[config.mk]
export PLATFORM = sky130hd
export DESIGN_NAME = trial_division_prime_test_unit
export DESIGN_NICKNAME = d
export VERILOG_FILES = /design/src/hdl/tdpt_pkg.sv /design/src/hdl/trial_division_prime_test_unit.sv
export SDC_FILE = /design/constraint.sdc
export NUM_CORES = 1
export LEC_CHECK = 0
export ABC_AREA = 1
export BUFFER_PORTS_ARGS = -buffer_cell sky130_fd_sc_hd__buf_4
export CAP_MARGIN = 10
export CORE_UTILIZATION = 54
export CTS_CLUSTER_DIAMETER = 120
export DETAILED_ROUTE_END_ITERATION = 8
export MAX_ROUTING_LAYER = met4
export PLACE_DENSITY = 0.78
export SKIP_LAST_GASP = 1
export SLEW_MARGIN = 10
export SYNTH_ARGS = -nofsm -noshare
export SYNTH_HDL_FRONTEND = slang
export SYNTH_SLANG_ARGS = --single-unit
[constraint.sdc]
create_clock -name i_clk -period 3.6 [get_ports i_clk]
set_clock_uncertainty 0.1 [all_clocks]
set_input_delay 0 -clock i_clk [delete_from_list [all_inputs] [get_ports i_clk]]
set_output_delay 0 -clock i_clk [all_outputs]
set_load 0.03 [all_outputs]
[src/hdl/tdpt_pkg.sv]
// Shared types for the trial division prime test unit.
`timescale 1ns / 1ps

package tdpt_pkg;

    // Sequencer states: wait for a beat, run trial divisions, hand off the verdict
    typedef enum logic [1:0] {
        ST_IDLE,
        ST_DIV,
        ST_DONE
    } t_state;

endpackage

[src/hdl/trial_division_prime_test_unit.sv]
// Trial division (6k +/- 1 wheel) prime test with a bit-serial restoring divider.
// Values 0..3 and even values are settled without dividing; the rest run k trial divisors
//   (3, 5, 7, 11, ...) through the divider, one quotient bit per cycle.
// One candidate at a time: no new beat is taken while one is tested; o_stall stays high until the verdict
//   moves to the output register, which waits while the output beat is stalled.
// Reset: synchronous, active low; clears the sequencer and the output valid, no clearing pass.
`timescale 1ns / 1ps

module trial_division_prime_test_unit #(
    parameter int WIDTH = 32
) (
    input  logic             i_clk,
    input  logic             i_rst_n,
    input  logic             i_valid,
    output logic             o_stall,
    input  logic [WIDTH-1:0] i_candidate,
    output logic             o_valid,
    input  logic             i_stall,
    output logic [WIDTH-1:0] o_tested_value,
    output logic             o_is_prime
);

    // Divisor width: covers every divisor up to just past the square root of the candidate
    localparam int DW = (WIDTH + 1) / 2 + 1;
    localparam int CW = $clog2(WIDTH);
    localparam logic [DW-1:0] FIRST_DIV = DW'(3);
    localparam logic [DW-1:0] SHORT_STEP = DW'(2);
    localparam logic [DW-1:0] LONG_STEP = DW'(4);
    localparam logic [CW-1:0] LAST_BIT = CW'(WIDTH - 1);

    tdpt_pkg::t_state r_state, n_state;

    logic [WIDTH-1:0] r_cand, n_cand;      // candidate under test
    logic [WIDTH-1:0] r_num, n_num;        // dividend bits out, quotient bits in
    logic [DW-1:0]    r_rem, n_rem;        // partial remainder
    logic [DW-1:0]    r_div, n_div;        // current trial divisor
    logic             r_step4, n_step4;    // next wheel step is 4
    logic [CW-1:0]    r_cnt, n_cnt;        // index of the quotient bit in progress
    logic             r_result, n_result;  // verdict waiting for the output register
    logic             r_out_valid, n_out_valid;
    logic [WIDTH-1:0] r_out_value, n_out_value;
    logic             r_out_prime, n_out_prime;

    logic [DW:0]      w_partial;
    logic [DW+1:0]    w_diff;
    logic             w_ge;
    logic             w_in_beat;
    logic             w_out_beat;
    logic             w_out_free;

    // Divider step: bring down one dividend bit, subtract when it fits
    assign w_partial = {r_rem, r_num[WIDTH-1]};
    assign w_diff    = {1'b0, w_partial} - {2'b00, r_div};
    assign w_ge      = ~w_diff[DW+1];

    assign w_in_beat  = i_valid && !o_stall;
    assign w_out_beat = r_out_valid && !i_stall;
    assign w_out_free = !r_out_valid || !i_stall;

    assign o_stall        = (r_state != tdpt_pkg::ST_IDLE);
    assign o_valid        = r_out_valid;
    assign o_tested_value = r_out_value;
    assign o_is_prime     = r_out_prime;

    // Next state and datapath
    always_comb begin
        n_state     = r_state;
        n_cand      = r_cand;
        n_num       = r_num;
        n_rem       = r_rem;
        n_div       = r_div;
        n_step4     = r_step4;
        n_cnt       = r_cnt;
        n_result    = r_result;
        n_out_valid = r_out_valid;
        n_out_value = r_out_value;
        n_out_prime = r_out_prime;

        // Drop the output beat once it is taken
        if (w_out_beat) begin
            n_out_valid = 1'b0;
        end

        case (r_state)
            tdpt_pkg::ST_IDLE: begin
                if (w_in_beat) begin
                    n_cand  = i_candidate;
                    n_num   = i_candidate;
                    n_rem   = '0;
                    n_div   = FIRST_DIV;
                    n_step4 = 1'b0;
                    n_cnt   = LAST_BIT;
                    // Settle small and even values without dividing
                    if (i_candidate <= WIDTH'(1)) begin
                        n_result = 1'b0;
                        n_state  = tdpt_pkg::ST_DONE;
                    end else if (i_candidate == WIDTH'(2) || i_candidate == WIDTH'(3)) begin
                        n_result = 1'b1;
                        n_state  = tdpt_pkg::ST_DONE;
                    end else if (!i_candidate[0]) begin
                        n_result = 1'b0;
                        n_state  = tdpt_pkg::ST_DONE;
                    end else begin
                        n_state = tdpt_pkg::ST_DIV;
                    end
                end
            end
            tdpt_pkg::ST_DIV: begin
                n_num = {r_num[WIDTH-2:0], w_ge};
                n_rem = w_ge ? w_diff[DW-1:0] : w_partial[DW-1:0];
                n_cnt = r_cnt - CW'(1);
                if (r_cnt == '0) begin
                    // Quotient below divisor: divisor squared exceeds candidate
                    if (n_num < {{(WIDTH-DW){1'b0}}, r_div}) begin
                        n_result = 1'b1;
                        n_state  = tdpt_pkg::ST_DONE;
                    end else if (n_rem == '0) begin
                        n_result = 1'b0;
                        n_state  = tdpt_pkg::ST_DONE;
                    end else begin
                        // Advance along the wheel and restart the divider
                        n_div = r_div + (r_step4 ? LONG_STEP : SHORT_STEP);
                        if (r_div != FIRST_DIV) begin
                            n_step4 = ~r_step4;
                        end
                        n_num = r_cand;
                        n_rem = '0;
                        n_cnt = LAST_BIT;
                    end
                end
            end
            tdpt_pkg::ST_DONE: begin
                // Hand the verdict to the output register when it has room
                if (w_out_free) begin
                    n_out_valid = 1'b1;
                    n_out_value = r_cand;
                    n_out_prime = r_result;
                    n_state     = tdpt_pkg::ST_IDLE;
                end
            end
            default: begin
                n_state = tdpt_pkg::ST_IDLE;
            end
        endcase
    end

    // Control registers
    always_ff @(posedge i_clk) begin
        if (!i_rst_n) begin
            r_state     <= tdpt_pkg::ST_IDLE;
            r_out_valid <= 1'b0;
        end else begin
            r_state     <= n_state;
            r_out_valid <= n_out_valid;
        end
    end

    // Payload registers
    always_ff @(posedge i_clk) begin
        r_cand      <= n_cand;
        r_num       <= n_num;
        r_rem       <= n_rem;
        r_div       <= n_div;
        r_step4     <= n_step4;
        r_cnt       <= n_cnt;
        r_result    <= n_result;
        r_out_value <= n_out_value;
        r_out_prime <= n_out_prime;
    end

`ifndef SYNTHESIS
    // A new output beat only comes from a finished test
    a_out_from_done: assert property (@(posedge i_clk) disable iff (!i_rst_n)
        $rose(o_valid) |-> $past(r_state == tdpt_pkg::ST_DONE))
        else $error("output beat without a finished test");

    // Trial divisors are odd and start at three
    a_div_odd: assert property (@(posedge i_clk) disable iff (!i_rst_n)
        (r_state == tdpt_pkg::ST_DIV) |-> (r_div[0] && r_div >= FIRST_DIV))
        else $error("trial divisor out of sequence");

    // Partial remainder stays below the divisor
    a_rem_bound: assert property (@(posedge i_clk) disable iff (!i_rst_n)
        (r_state == tdpt_pkg::ST_DIV) |-> (r_rem < r_div))
        else $error("partial remainder not reduced");

    // Candidate holds while the divider runs
    a_cand_hold: assert property (@(posedge i_clk) disable iff (!i_rst_n)
        (r_state == tdpt_pkg::ST_DIV && $past(r_state == tdpt_pkg::ST_DIV))
        |-> $stable(r_cand))
        else $error("candidate changed during test");
`endif

endmodule

**Word-level counts from Yosys, hierarchy flattened**

Cells that the tools add are included.

- Bits of input ports: 36
- Word-level logic and storage cells: 98
- Register bits: 141
- Output and inout bits: 35

- Muxes and demuxes: 48
- Eq/ne operators: 13
- $lt $le $gt $ge: 2
- Bitwise operators: 2
- Add/subtract/negate cells: 3
- Reductions and logical operators: 19

Operators by type and width:

| kind | number |
|---|---|
| $mux 17 | 9 |
| $mux 32 | 4 |
| $pmux 17 s2 | 2 |
| $eq 32x2->1 const B | 2 |
| $pmux 32 s2 | 1 |
| $le 32x1->1 const B | 1 |
| $lt 32x17->1 | 1 |
| $mux 5 | 4 |
| $sub 18x17->19 | 1 |
| $add 17x3->17 | 1 |
| $logic_not 17->1 | 1 |
| $ne 17x2->1 const B | 1 |
| $mux 2 | 8 |
| $mux 1 | 15 |
| $ne 2x2->1 const B | 6 |
| $pmux 5 s2 | 1 |
| $reduce_and 5->1 | 2 |
| $pmux 2 s3 | 1 |
| $reduce_and 2->1 | 3 |
| $reduce_and 6->1 | 1 |
| $logic_not 5->1 | 1 |
| $sub 5x1->5 const B | 1 |
| $ne 4x4->1 const B | 1 |
| $pmux 1 s2 | 2 |
| other kinds (11) | 17 |

**Depth between registers and ports, before layout**

Gate-level depths: netlist (run 1).

- Depth after elaboration: 7
- Gate-level depth with buffers: 26
- Gate-level depth less buffers: 24

**Worst setup path before layout (run 1)**

OpenSTA, ideal clock, no wires.

- Path type: reg2reg
- Start: register r_state[1]
- End: register r_div[10], enable pin
- Setup slack: -617 ps
- Data required time: 3,135 ps
- Library setup time: 365 ps
- Buffers on the path: 0
- Stages on the path, launching flop included: 7
- Period minus slack after synthesis: 4,217 ps
- Data arrival time: 3,752 ps
- Cells stage by stage: dfxtp_1 -> nor2_1 -> inv_1 -> nor2_1 -> nor2_1 -> nand2_1 -> inv_1

- Longest elaborated chain between the ends: 5
- Elaborated cells between the ends (all ways): 11
- Those cells by class: 5 x eq/ne; 6 x reduce/logical

RTL lines:

| what | line | text |
|---|---|---|
| start, declared | trial_division_prime_test_unit.sv:31 | `tdpt_pkg::t_state r_state, n_state;` |
| start signal, assigned | trial_division_prime_test_unit.sv:150 | `r_state <= tdpt_pkg::ST_IDLE;` |
| start signal, assigned | trial_division_prime_test_unit.sv:153 | `r_state <= n_state;` |
| $reduce_bool 2->1 | trial_division_prime_test_unit.sv:60 | `assign o_stall = (r_state != tdpt_pkg::ST_IDLE);` |
| net o_stall | trial_division_prime_test_unit.sv:15 | `output logic o_stall,` |
| $logic_not 1->1 | trial_division_prime_test_unit.sv:56 | `assign w_in_beat = i_valid && !o_stall;` |
| $logic_and 1x1->1 | trial_division_prime_test_unit.sv:56 |  |
| $ne 2x2->1 (no line) | - |  |
| $reduce_and 5->1 (no line) | - |  |
| end signal, assigned | trial_division_prime_test_unit.sv:163 | `r_div <= n_div;` |
| end, declared | trial_division_prime_test_unit.sv:36 | `logic [DW-1:0] r_div, n_div;` |

The timed path passes the listed nets, and every way through them passes these cells.
A chain may end at the register's enable or synchronous reset.

**Worst setup path after layout (run 1)**

- Start: register r_div[5]
- End: register r_num[19], data pin

- Longest elaborated chain between the ends: 7
- Elaborated cells between the ends (all ways): 9
- Those cells by class: 1 x add/sub; 1 x order compare; 5 x mux; 1 x bitwise; 1 x reduce/logical

RTL lines:

| what | line | text |
|---|---|---|
| parallel branches: the longest is 4 deep, another holds $lt 32x17->1 | - |  |
| $mux 32 * | trial_division_prime_test_unit.sv:114 | `if (n_num < {{(WIDTH-DW){1'b0}}, r_div}) begin` |
| $mux 32 * | trial_division_prime_test_unit.sv:112 | `if (r_cnt == '0) begin` |
| $pmux 32 s2 * | trial_division_prime_test_unit.sv:84 | `case (r_state)` |
| net n_num[19] | trial_division_prime_test_unit.sv:34 | `logic [WIDTH-1:0] r_num, n_num;` |
| end signal, assigned | trial_division_prime_test_unit.sv:161 | `r_num <= n_num;` |
| end, declared | trial_division_prime_test_unit.sv:34 |  |

Mark *: on every way through the listed nets, which the timed path passes.

==> flow_metrics.tcl, run 1 <==
set metrics [dict create \
    start_util_pct 55.8 \
    postSynthAreaPerCell_um2 8.95 \
    grt_antenna_before_repair 0 \
    grt_first_pass_wirelength_um 32300 \
    hp-class "in2reg" \
    cts_post_setup_buffers_inserted 0 \
    route.detailed.wl_per_inst_um 17.4 \
    synth_compound_area_share_pct 5.49 \
    tritoncts.num_buffers 17 \
    root_buffer "sky130_fd_sc_hd__clkbuf_16" \
    ys_types 40 \
    number_of_iterations_in_the_first_detailed_routing_pass 5 \
    crit_path_end_kind "register" \
    clock_insertion_delay_worst_skew_ps 430 \
    ir_worst_vdd_v 0.000517 \
    fin_setup_tns_ps 0 \
    power_switching_share_pct 39.4 \
    critPathKind "reg2reg" \
    final_layout_size_suffix_gt1_share_pct 16.0 \
    drv_cap 0 \
    syn-num-nets 949 \
    rr_startpoint "r_div[5]" \
    area.growth.synth_to_final_pct 23.6 \
    synth-seq-area-share_pct 53.3 \
    dpl.hpwl_um 13600 \
    synth_xor_xnor_area_share_pct 1.12 \
    finalHoldViolations 0 \
    startpoint "r_div[5]" \
    worst_slew_margin_rel_pct 22.7 \
    synthesis.area_um2 7840 \
    core_area_um2 14000 \
    whs_endpoint "r_cand[6]" \
    postSynthRegisterBits 140 \
    result_of_the_run "finished clean" \
    vias 6858 \
    h-tree-depth 4 \
    min_from "i_candidate[6]" \
    synth.mux.area_fraction_pct 0 \
    synthAdderAreaFrac_pct 6.10 \
    rsz0062_at_grt "false" \
    design.portCount 71 \
    syn_inst 876 \
    yosys_warnings 0 \
    total_congestion_overflow 0 \
    grt.total_usage_pct 29.9 \
    nets 1076 \
    drc 0 \
    gate_power_share_pct 39.9 \
    floorplan.rows 43 \
    final_min_period_over_clock_period_pct 94.0 \
    final_common_cell "sky130_fd_sc_hd__nand2_1" \
    worst-r2r-setup-slack_ps 220 \
    share_seq_of_total_power_pct 35.4 \
    finalWirelength_um 20700 \
    design_power_total_uw 6800 \
    p_leak_uw 0.00433 \
    chipHeight_um 122 \
    timing.critical_path.fanout_max 33 \
    numPortBuffers 70 \
    fp.dieArea_um2 15000 \
    critPathArrivalTime_ps 3460 \
    first_global_vias 6444 \
    antenna_cells_inserted 0 \
    synth_top_family_by_area "simple AND/OR/NAND/NOR gates" \
    worstMarginPinSlew_ps 1160 \
    worstReg2RegEnd "r_num[19]" \
    share_clk_of_total_power_pct 24.7 \
    vias_per_cell 5.74 \
    tritoncts_clock_tree "yes" \
    power_per_cell_area_nw_per_um2 702 \
    critPathLaunchType "register" \
    hold_path_depth 2 \
    timing.fmax_mhz 296 \
    required_ps 3680 \
    routabilityCongestion 0.932 \
    finalCriticalPeriod_ps 3380 \
    clkTransAtPathRegs_ps 60 \
    antenna_left 0 \
    die_width_um 122 \
    timing.reg2reg.worst_path_depth 22 \
    synth-simple-area-share_pct 27.5 \
    final-max-slew-violation-count 0 \
    drt_iter0_markers 811 \
    final_cell_mix "sky130_fd_sc_hd__nand2_1, sky130_fd_sc_hd__edfxtp_1, sky130_fd_sc_hd__inv_1" \
    netSwitchingPower_uw 2680 \
    final-setup-viol-count 0 \
    numClockSinks 140 \
    p_int_uw 4120 \
    grt_max_degree 55 \
    max-clock-path-buffers 2 \
]
[logic make-up after synthesis]
group | Yosys count
AO/OA/AOI/OAI | 75
flip-flops | 140
AND/OR/NAND/NOR | 485
buffers and inverters | 129
adder cells (fa/ha/maj) | 37
XOR/XNOR | 10
[worst max-delay path, cell delays in order (launching register included)]
cell                       delay [ps]
sky130_fd_sc_hd__edfxtp_1         400
sky130_fd_sc_hd__inv_2             90
sky130_fd_sc_hd__ha_2             390
sky130_fd_sc_hd__nand2_1          110
sky130_fd_sc_hd__nor2_1           140
sky130_fd_sc_hd__nand3_1          110
sky130_fd_sc_hd__nand3_2          100
sky130_fd_sc_hd__nand2_1           90
sky130_fd_sc_hd__nand2_4          150
sky130_fd_sc_hd__inv_2            160
sky130_fd_sc_hd__nand2_1          110
sky130_fd_sc_hd__nand2_1           50
sky130_fd_sc_hd__nor2_1           170
sky130_fd_sc_hd__nand2_2          120
sky130_fd_sc_hd__nor2_8           130
sky130_fd_sc_hd__nand3_4          110
sky130_fd_sc_hd__buf_12           190
sky130_fd_sc_hd__nand2_1           90
sky130_fd_sc_hd__nand2_1           60
sky130_fd_sc_hd__nand3_1           60
sky130_fd_sc_hd__nand2_1           60
sky130_fd_sc_hd__nand2_1           60
sky130_fd_sc_hd__nand2_1           70
[sequential cells by signal, indices dropped and copies added, names as in the netlist, 2 cells and up]
name / count
o_tested_value: 32
r_cand: 32
r_cnt: 5
r_div: 16
r_num: 32
r_rem: 17
r_state: 2
[worst max-delay path by stage]
stage	endpoint	cells after the start
after floorplan	r_div[10]	16
after global placement	r_div[13]	20
after detailed placement	r_div[12]	24
after CTS	r_num[4]	20
after global routing	r_num[24]	22
final	r_num[19]	22
[what timing repair did]
item / CTS / global route
hold endpoints to repair: 68 / 0
setup endpoints to repair: 0 / 58
hold buffers: 35 / 0
resized for setup: 0 / 9
[cells in the mapped netlist]
cell type                    n  share of area (%)
sky130_fd_sc_hd__a21o_1      2               0.19
sky130_fd_sc_hd__xnor2_1     2               0.22
sky130_fd_sc_hd__inv_2       2              0.096
sky130_fd_sc_hd__o21ai_0    12               0.77
sky130_fd_sc_hd__nand4_1    40                3.2
sky130_fd_sc_hd__o21a_1      2               0.19
sky130_fd_sc_hd__ha_1       35                5.6
sky130_fd_sc_hd__nor3_1     11               0.70
sky130_fd_sc_hd__xor2_1      8               0.89
sky130_fd_sc_hd__a211oi_1    2               0.19
sky130_fd_sc_hd__nand3_2     1               0.13
sky130_fd_sc_hd__nor2_8      1               0.26
sky130_fd_sc_hd__buf_4       1              0.096
sky130_fd_sc_hd__buf_2       8               0.51
sky130_fd_sc_hd__edfxtp_1  137                 52
sky130_fd_sc_hd__o31ai_1     1              0.096
sky130_fd_sc_hd__inv_1      99                4.7
sky130_fd_sc_hd__buf_6       2               0.29
sky130_fd_sc_hd__nand2_4     1               0.14
sky130_fd_sc_hd__o221a_2     1               0.14
sky130_fd_sc_hd__nor3b_1     2               0.19
sky130_fd_sc_hd__nand3_4     2               0.45
sky130_fd_sc_hd__clkbuf_1   13               0.62
sky130_fd_sc_hd__a31oi_1     1              0.080
sky130_fd_sc_hd__buf_1       3               0.14
sky130_fd_sc_hd__a21oi_1    42                2.7
sky130_fd_sc_hd__nor4_1     13                1.0
sky130_fd_sc_hd__clkinv_1    1              0.048
sky130_fd_sc_hd__nand2_2     4               0.32
sky130_fd_sc_hd__nand3b_1    3               0.29
sky130_fd_sc_hd__fa_1        2               0.51
sky130_fd_sc_hd__a21oi_2     8               0.89
sky130_fd_sc_hd__nand3_1    63                4.0
sky130_fd_sc_hd__and2_1      1              0.080
sky130_fd_sc_hd__nor2_4      2               0.29
sky130_fd_sc_hd__nand2_1   294                 14
sky130_fd_sc_hd__or2_2       2               0.16
sky130_fd_sc_hd__o21ai_1     4               0.26
sky130_fd_sc_hd__dfxtp_1     3               0.77
sky130_fd_sc_hd__nor2_1     45                2.2
[final cells by class]
type | instances | area [um^2]
Fill cell | 1044 | 4360
Sequential cell | 140 | 4170
Multi-Input combinational cell | 607 | 3220
Timing Repair Buffer | 135 | 1130
Clock buffer | 17 | 425
Inverter | 102 | 383
Tap cell | 180 | 225
Clock inverter | 13 | 128
[routing by layer]
layer	part of all wire (%)	GRT usage, %	vias up
li1	-	-	3240
met5	0	-	-
met1	40	37.1	3184
met2	49	47.7	384
met4	2.3	13.5	0
met3	8.3	5.67	50
[power by group through the flow]
stage               Clock (uW)  Combinational, uW  Sequential [uW]
global placement             0               2560             2410
finish                    1680               2710             2410
detailed placement           0               2590             2420
floorplan                    0               1850             2400
global route              1750               3000             2430
CTS                       1680               2640             2390
[metrics by stage]
step                worst slack [ps]  hold slack (ps)  area (um^2)  utilization, %  instances
finish                           217              208         9690            69.0       1194
global route                 0.00355              209         9690            69.0       1194
CTS                              133              191         9650            68.7       1194
detailed placement               159             93.9         8740            62.3       1129
global placement                 198             94.5         8740            62.3       1129
floorplan                        311            -1.13         7840               -        876
Note: power is estimated with default switching activity, not from simulation.
==> inputs of run 2 (changes only) <==
ABC_AREA = default   (was 1)
CORE_UTILIZATION = 55   (was 54)
PLACE_DENSITY = 0.79   (was 0.78)
==> run 2 against run 1 <==
Effect of this change: the run now ends with setup timing left; clock power is 11% higher; clock-buffer cell count stayed put; combinational power is 35% lower; utilization is 8.3 points higher; via count is 16% higher; critical path depth is 8 lower; global-route usage is 6.6 points higher; maximum frequency is 12% lower; sequential cell count stayed put; worst hold slack worse by 66 ps; non-clock buffer count is 83 higher; sequential power is 12% lower; highest routed layer unchanged.
==> flow_metrics.tcl, run 2 <==
set metrics [dict create \
    postSynthAreaPerCell_um2 10.5 \
    timing.critical_path.fanout_max 12 \
    route.detailed.wl_per_inst_um 24.6 \
    antenna_cells_inserted 0 \
    syn_inst 778 \
    violations "setup timing" \
    final-setup-viol-count 4 \
    h-tree-depth 4 \
    timing.final.ws_setup_ps -228 \
    finalCriticalPeriod_ps 3830 \
    vias_per_cell 6.86 \
    final_layout_size_suffix_gt1_share_pct 32.8 \
    path_cells "fa_2 > a21o_1 > and4_4 > o2111ai_4 > buf_6 > a311oi_4 > o31ai_2 > buf_4 > a211oi_4 > buf_4 > buf_12 > o21ai_0 > o21ai_0 > o221a_2" \
    postSynthRegisterBits 140 \
    yosys-top-cells-count "sky130_fd_sc_hd__edfxtp_1, sky130_fd_sc_hd__nor2_1, sky130_fd_sc_hd__nand2_1" \
    antenna_left 0 \
    fin_worst_hold_slack_ps 141 \
    synth-main-ff-cell "sky130_fd_sc_hd__edfxtp_1" \
    yosys_warnings 0 \
    fp.dieArea_um2 15300 \
    tritoncts_clock_tree "yes" \
    ir_worst_vdd_v 0.000405 \
    result_of_the_run "complete, but fails checks" \
    grt_max_degree 84 \
    clock_insertion_delay_worst_skew_ps 440 \
    floorplan.rows 44 \
    fin_setup_tns_ps -386 \
    clkTransAtPathRegs_ps 60 \
    ys_types 66 \
    critPathArrivalTime_ps 3910 \
    drv_cap 0 \
    finalHoldViolations 0 \
    core_area_um2 14500 \
    total_congestion_overflow 0 \
    top_cell_type_s_share_of_synthesized_area_pct 50.4 \
    dpl.hpwl_um 17300 \
    final-max-slew-violation-count 0 \
    vias 7988 \
    die_width_um 124 \
    required_ps 3690 \
    layout.cells.non_filler 1165 \
    critPathLaunchType "register" \
    ys_async_sr_fraction_pct 0 \
    number_of_placed_instances_with_taps_included 1082 \
    rsz0062_at_grt "true" \
    tritoncts.num_buffers 17 \
    timing.critical_path.buf_inv 4 \
    worst_slew_margin_rel_pct 19.5 \
    grt_first_pass_wirelength_um 40300 \
    chipHeight_um 124 \
    nets 1041 \
    worstMarginPinSlew_ps 1200 \
    p_leak_uw 0.00415 \
    final_cell_mix "sky130_fd_sc_hd__buf_4, sky130_fd_sc_hd__edfxtp_1, sky130_fd_sc_hd__nor2_1" \
    routabilityCongestion 0.895 \
    final_min_period_over_clock_period_pct 106 \
    syn-num-nets 851 \
    critPathKind "reg2reg" \
    grt_antenna_before_repair 0 \
    max-clock-path-buffers 2 \
    area.growth.synth_to_final_pct 37.2 \
    crit_path_end_kind "register" \
    finalWirelength_um 28700 \
    root_buffer "sky130_fd_sc_hd__clkbuf_16" \
    placedInstanceArea_um2 9670 \
    nFillCells 843 \
    first_global_vias 7533 \
    drt_iter0_markers 1419 \
    grt.total_usage_pct 36.5 \
    synth-seq-area-share_pct 51.1 \
    cpPeakStageDelay_ps 490 \
    numClockSinks 140 \
    hp-class "in2reg" \
    synthTopCellsByArea "sky130_fd_sc_hd__edfxtp_1, sky130_fd_sc_hd__ha_1, sky130_fd_sc_hd__nor2_1" \
    drc 0 \
    synth_top_cell_by_area "sky130_fd_sc_hd__edfxtp_1" \
    synthesis.area_um2 8160 \
    timing.fmax_mhz 261 \
    final_design_area_no_fill_um2 11200 \
    design.portCount 71 \
    number_of_iterations_in_the_first_detailed_routing_pass 7 \
    final_common_cell "sky130_fd_sc_hd__buf_4" \
    cpMaxStageDelayCell "sky130_fd_sc_hd__edfxtp_1" \
    critical_path.top_delay_family "compound AO/OA/AOI/OAI gates" \
    start_util_pct 56.4 \
    synth_enable_flop_cells 137 \
    most_repeated_cell_in_the_gate_level_netlist_after_synthesis "sky130_fd_sc_hd__edfxtp_1" \
    power_per_cell_area_nw_per_um2 514 \
    numPortBuffers 70 \
]
## run 2: cell count changes in the layout (fill, tap and decap cells not counted), sizes merged, moves of 18 or more
cell,previous run,this run
o21ai,16,51
a21oi,50,32
nor3,11,39
buf,100,181
inv,102,37
mux2i,0,23
nand4,40,16
nand3,66,36
a2111oi,0,19
xnor2,2,21
nand2,299,62
a211oi,2,20
nor2,48,94
## run 2: final timing paths
kind / from / end / slack (ps) / depth (start not counted)
worst max register to register: r_rem[0] / r_num[25] / -230 / 14
worst min register to register: r_result / o_is_prime / 340 / 0
worst max-delay path: r_rem[0] / r_num[25] / -230 / 14
worst min-delay path: i_valid / r_cand[28] / 140 / 3
## run 2: cells by family (layout without fill, tap and decap cells)
logic type               after synthesis  count (layout)  share of synthesized area (%)
buffers and inverters                 79             282                           4.16
AO/OA/AOI/OAI                        181             181                           16.3
AND/OR/NAND/NOR                      291             291                           16.8
XOR/XNOR                              26              26                           2.79
flip-flops                           140             140                           51.2
adder cells (fa/ha/maj)               37              37                           5.86
multiplexers                          24              24                           2.96
## run 2: area by class of cell
class | instances | area, um^2 | share of cell area (%)
Clock inverter | 15 | 186 | 1.67
Timing Repair Buffer | 218 | 1890 | 16.9
Tap cell | 184 | 230 | 2.06
Clock buffer | 17 | 425 | 3.80
Inverter | 32 | 120 | 1.07
Sequential cell | 140 | 4170 | 37.3
Multi-Input combinational cell | 559 | 4170 | 37.2
## run 2: metal layers
metal,global-route usage [%],up-vias,part of all wire [%]
li1,-,3342,-
met1,43.0,3780,35
met2,59.1,675,49
met3,7.69,191,10
met4,18.8,0,6.4
met5,-,-,0
## run 2: through the flow
stage	util, %	power (uW)	worst slack, ps
after floorplan	-	3020	-451
after global placement	66.8	3590	-338
after detailed placement	66.8	3640	-348
after CTS	74.3	5540	7.44
after global routing	77.3	5920	-423
final	77.3	5760	-228
## run 2: where the power goes
group	total, uW	internal, uW	switching, uW	leakage, uW
clock network	1870	1100	769	0.000293
logic	1770	769	1000	0.00252
registers	2110	1990	128	0.00134
## run 2: repair_timing
action | CTS | global route
buffers inserted | 4 | 9
resized for setup | 12 | 64
pin swaps | 7 | 18
hold buffers | 34 | 0
hold endpoints to repair | 65 | 0
gates cloned | 1 | 3
endpoints found under the setup margin | 60 | 71
## run 2: worst reg2reg max path, cell delays in order, from the launching register on
cell and delay (ps):
sky130_fd_sc_hd__edfxtp_1 490, sky130_fd_sc_hd__fa_2 430, sky130_fd_sc_hd__a21o_1 180, sky130_fd_sc_hd__and4_4 180, sky130_fd_sc_hd__o2111ai_4 250, sky130_fd_sc_hd__buf_6 160, sky130_fd_sc_hd__a311oi_4 90, sky130_fd_sc_hd__o31ai_2 300
sky130_fd_sc_hd__buf_4 200, sky130_fd_sc_hd__a211oi_4 70, sky130_fd_sc_hd__buf_4 190, sky130_fd_sc_hd__buf_12 150, sky130_fd_sc_hd__o21ai_0 380, sky130_fd_sc_hd__o21ai_0 230, sky130_fd_sc_hd__o221a_2 180
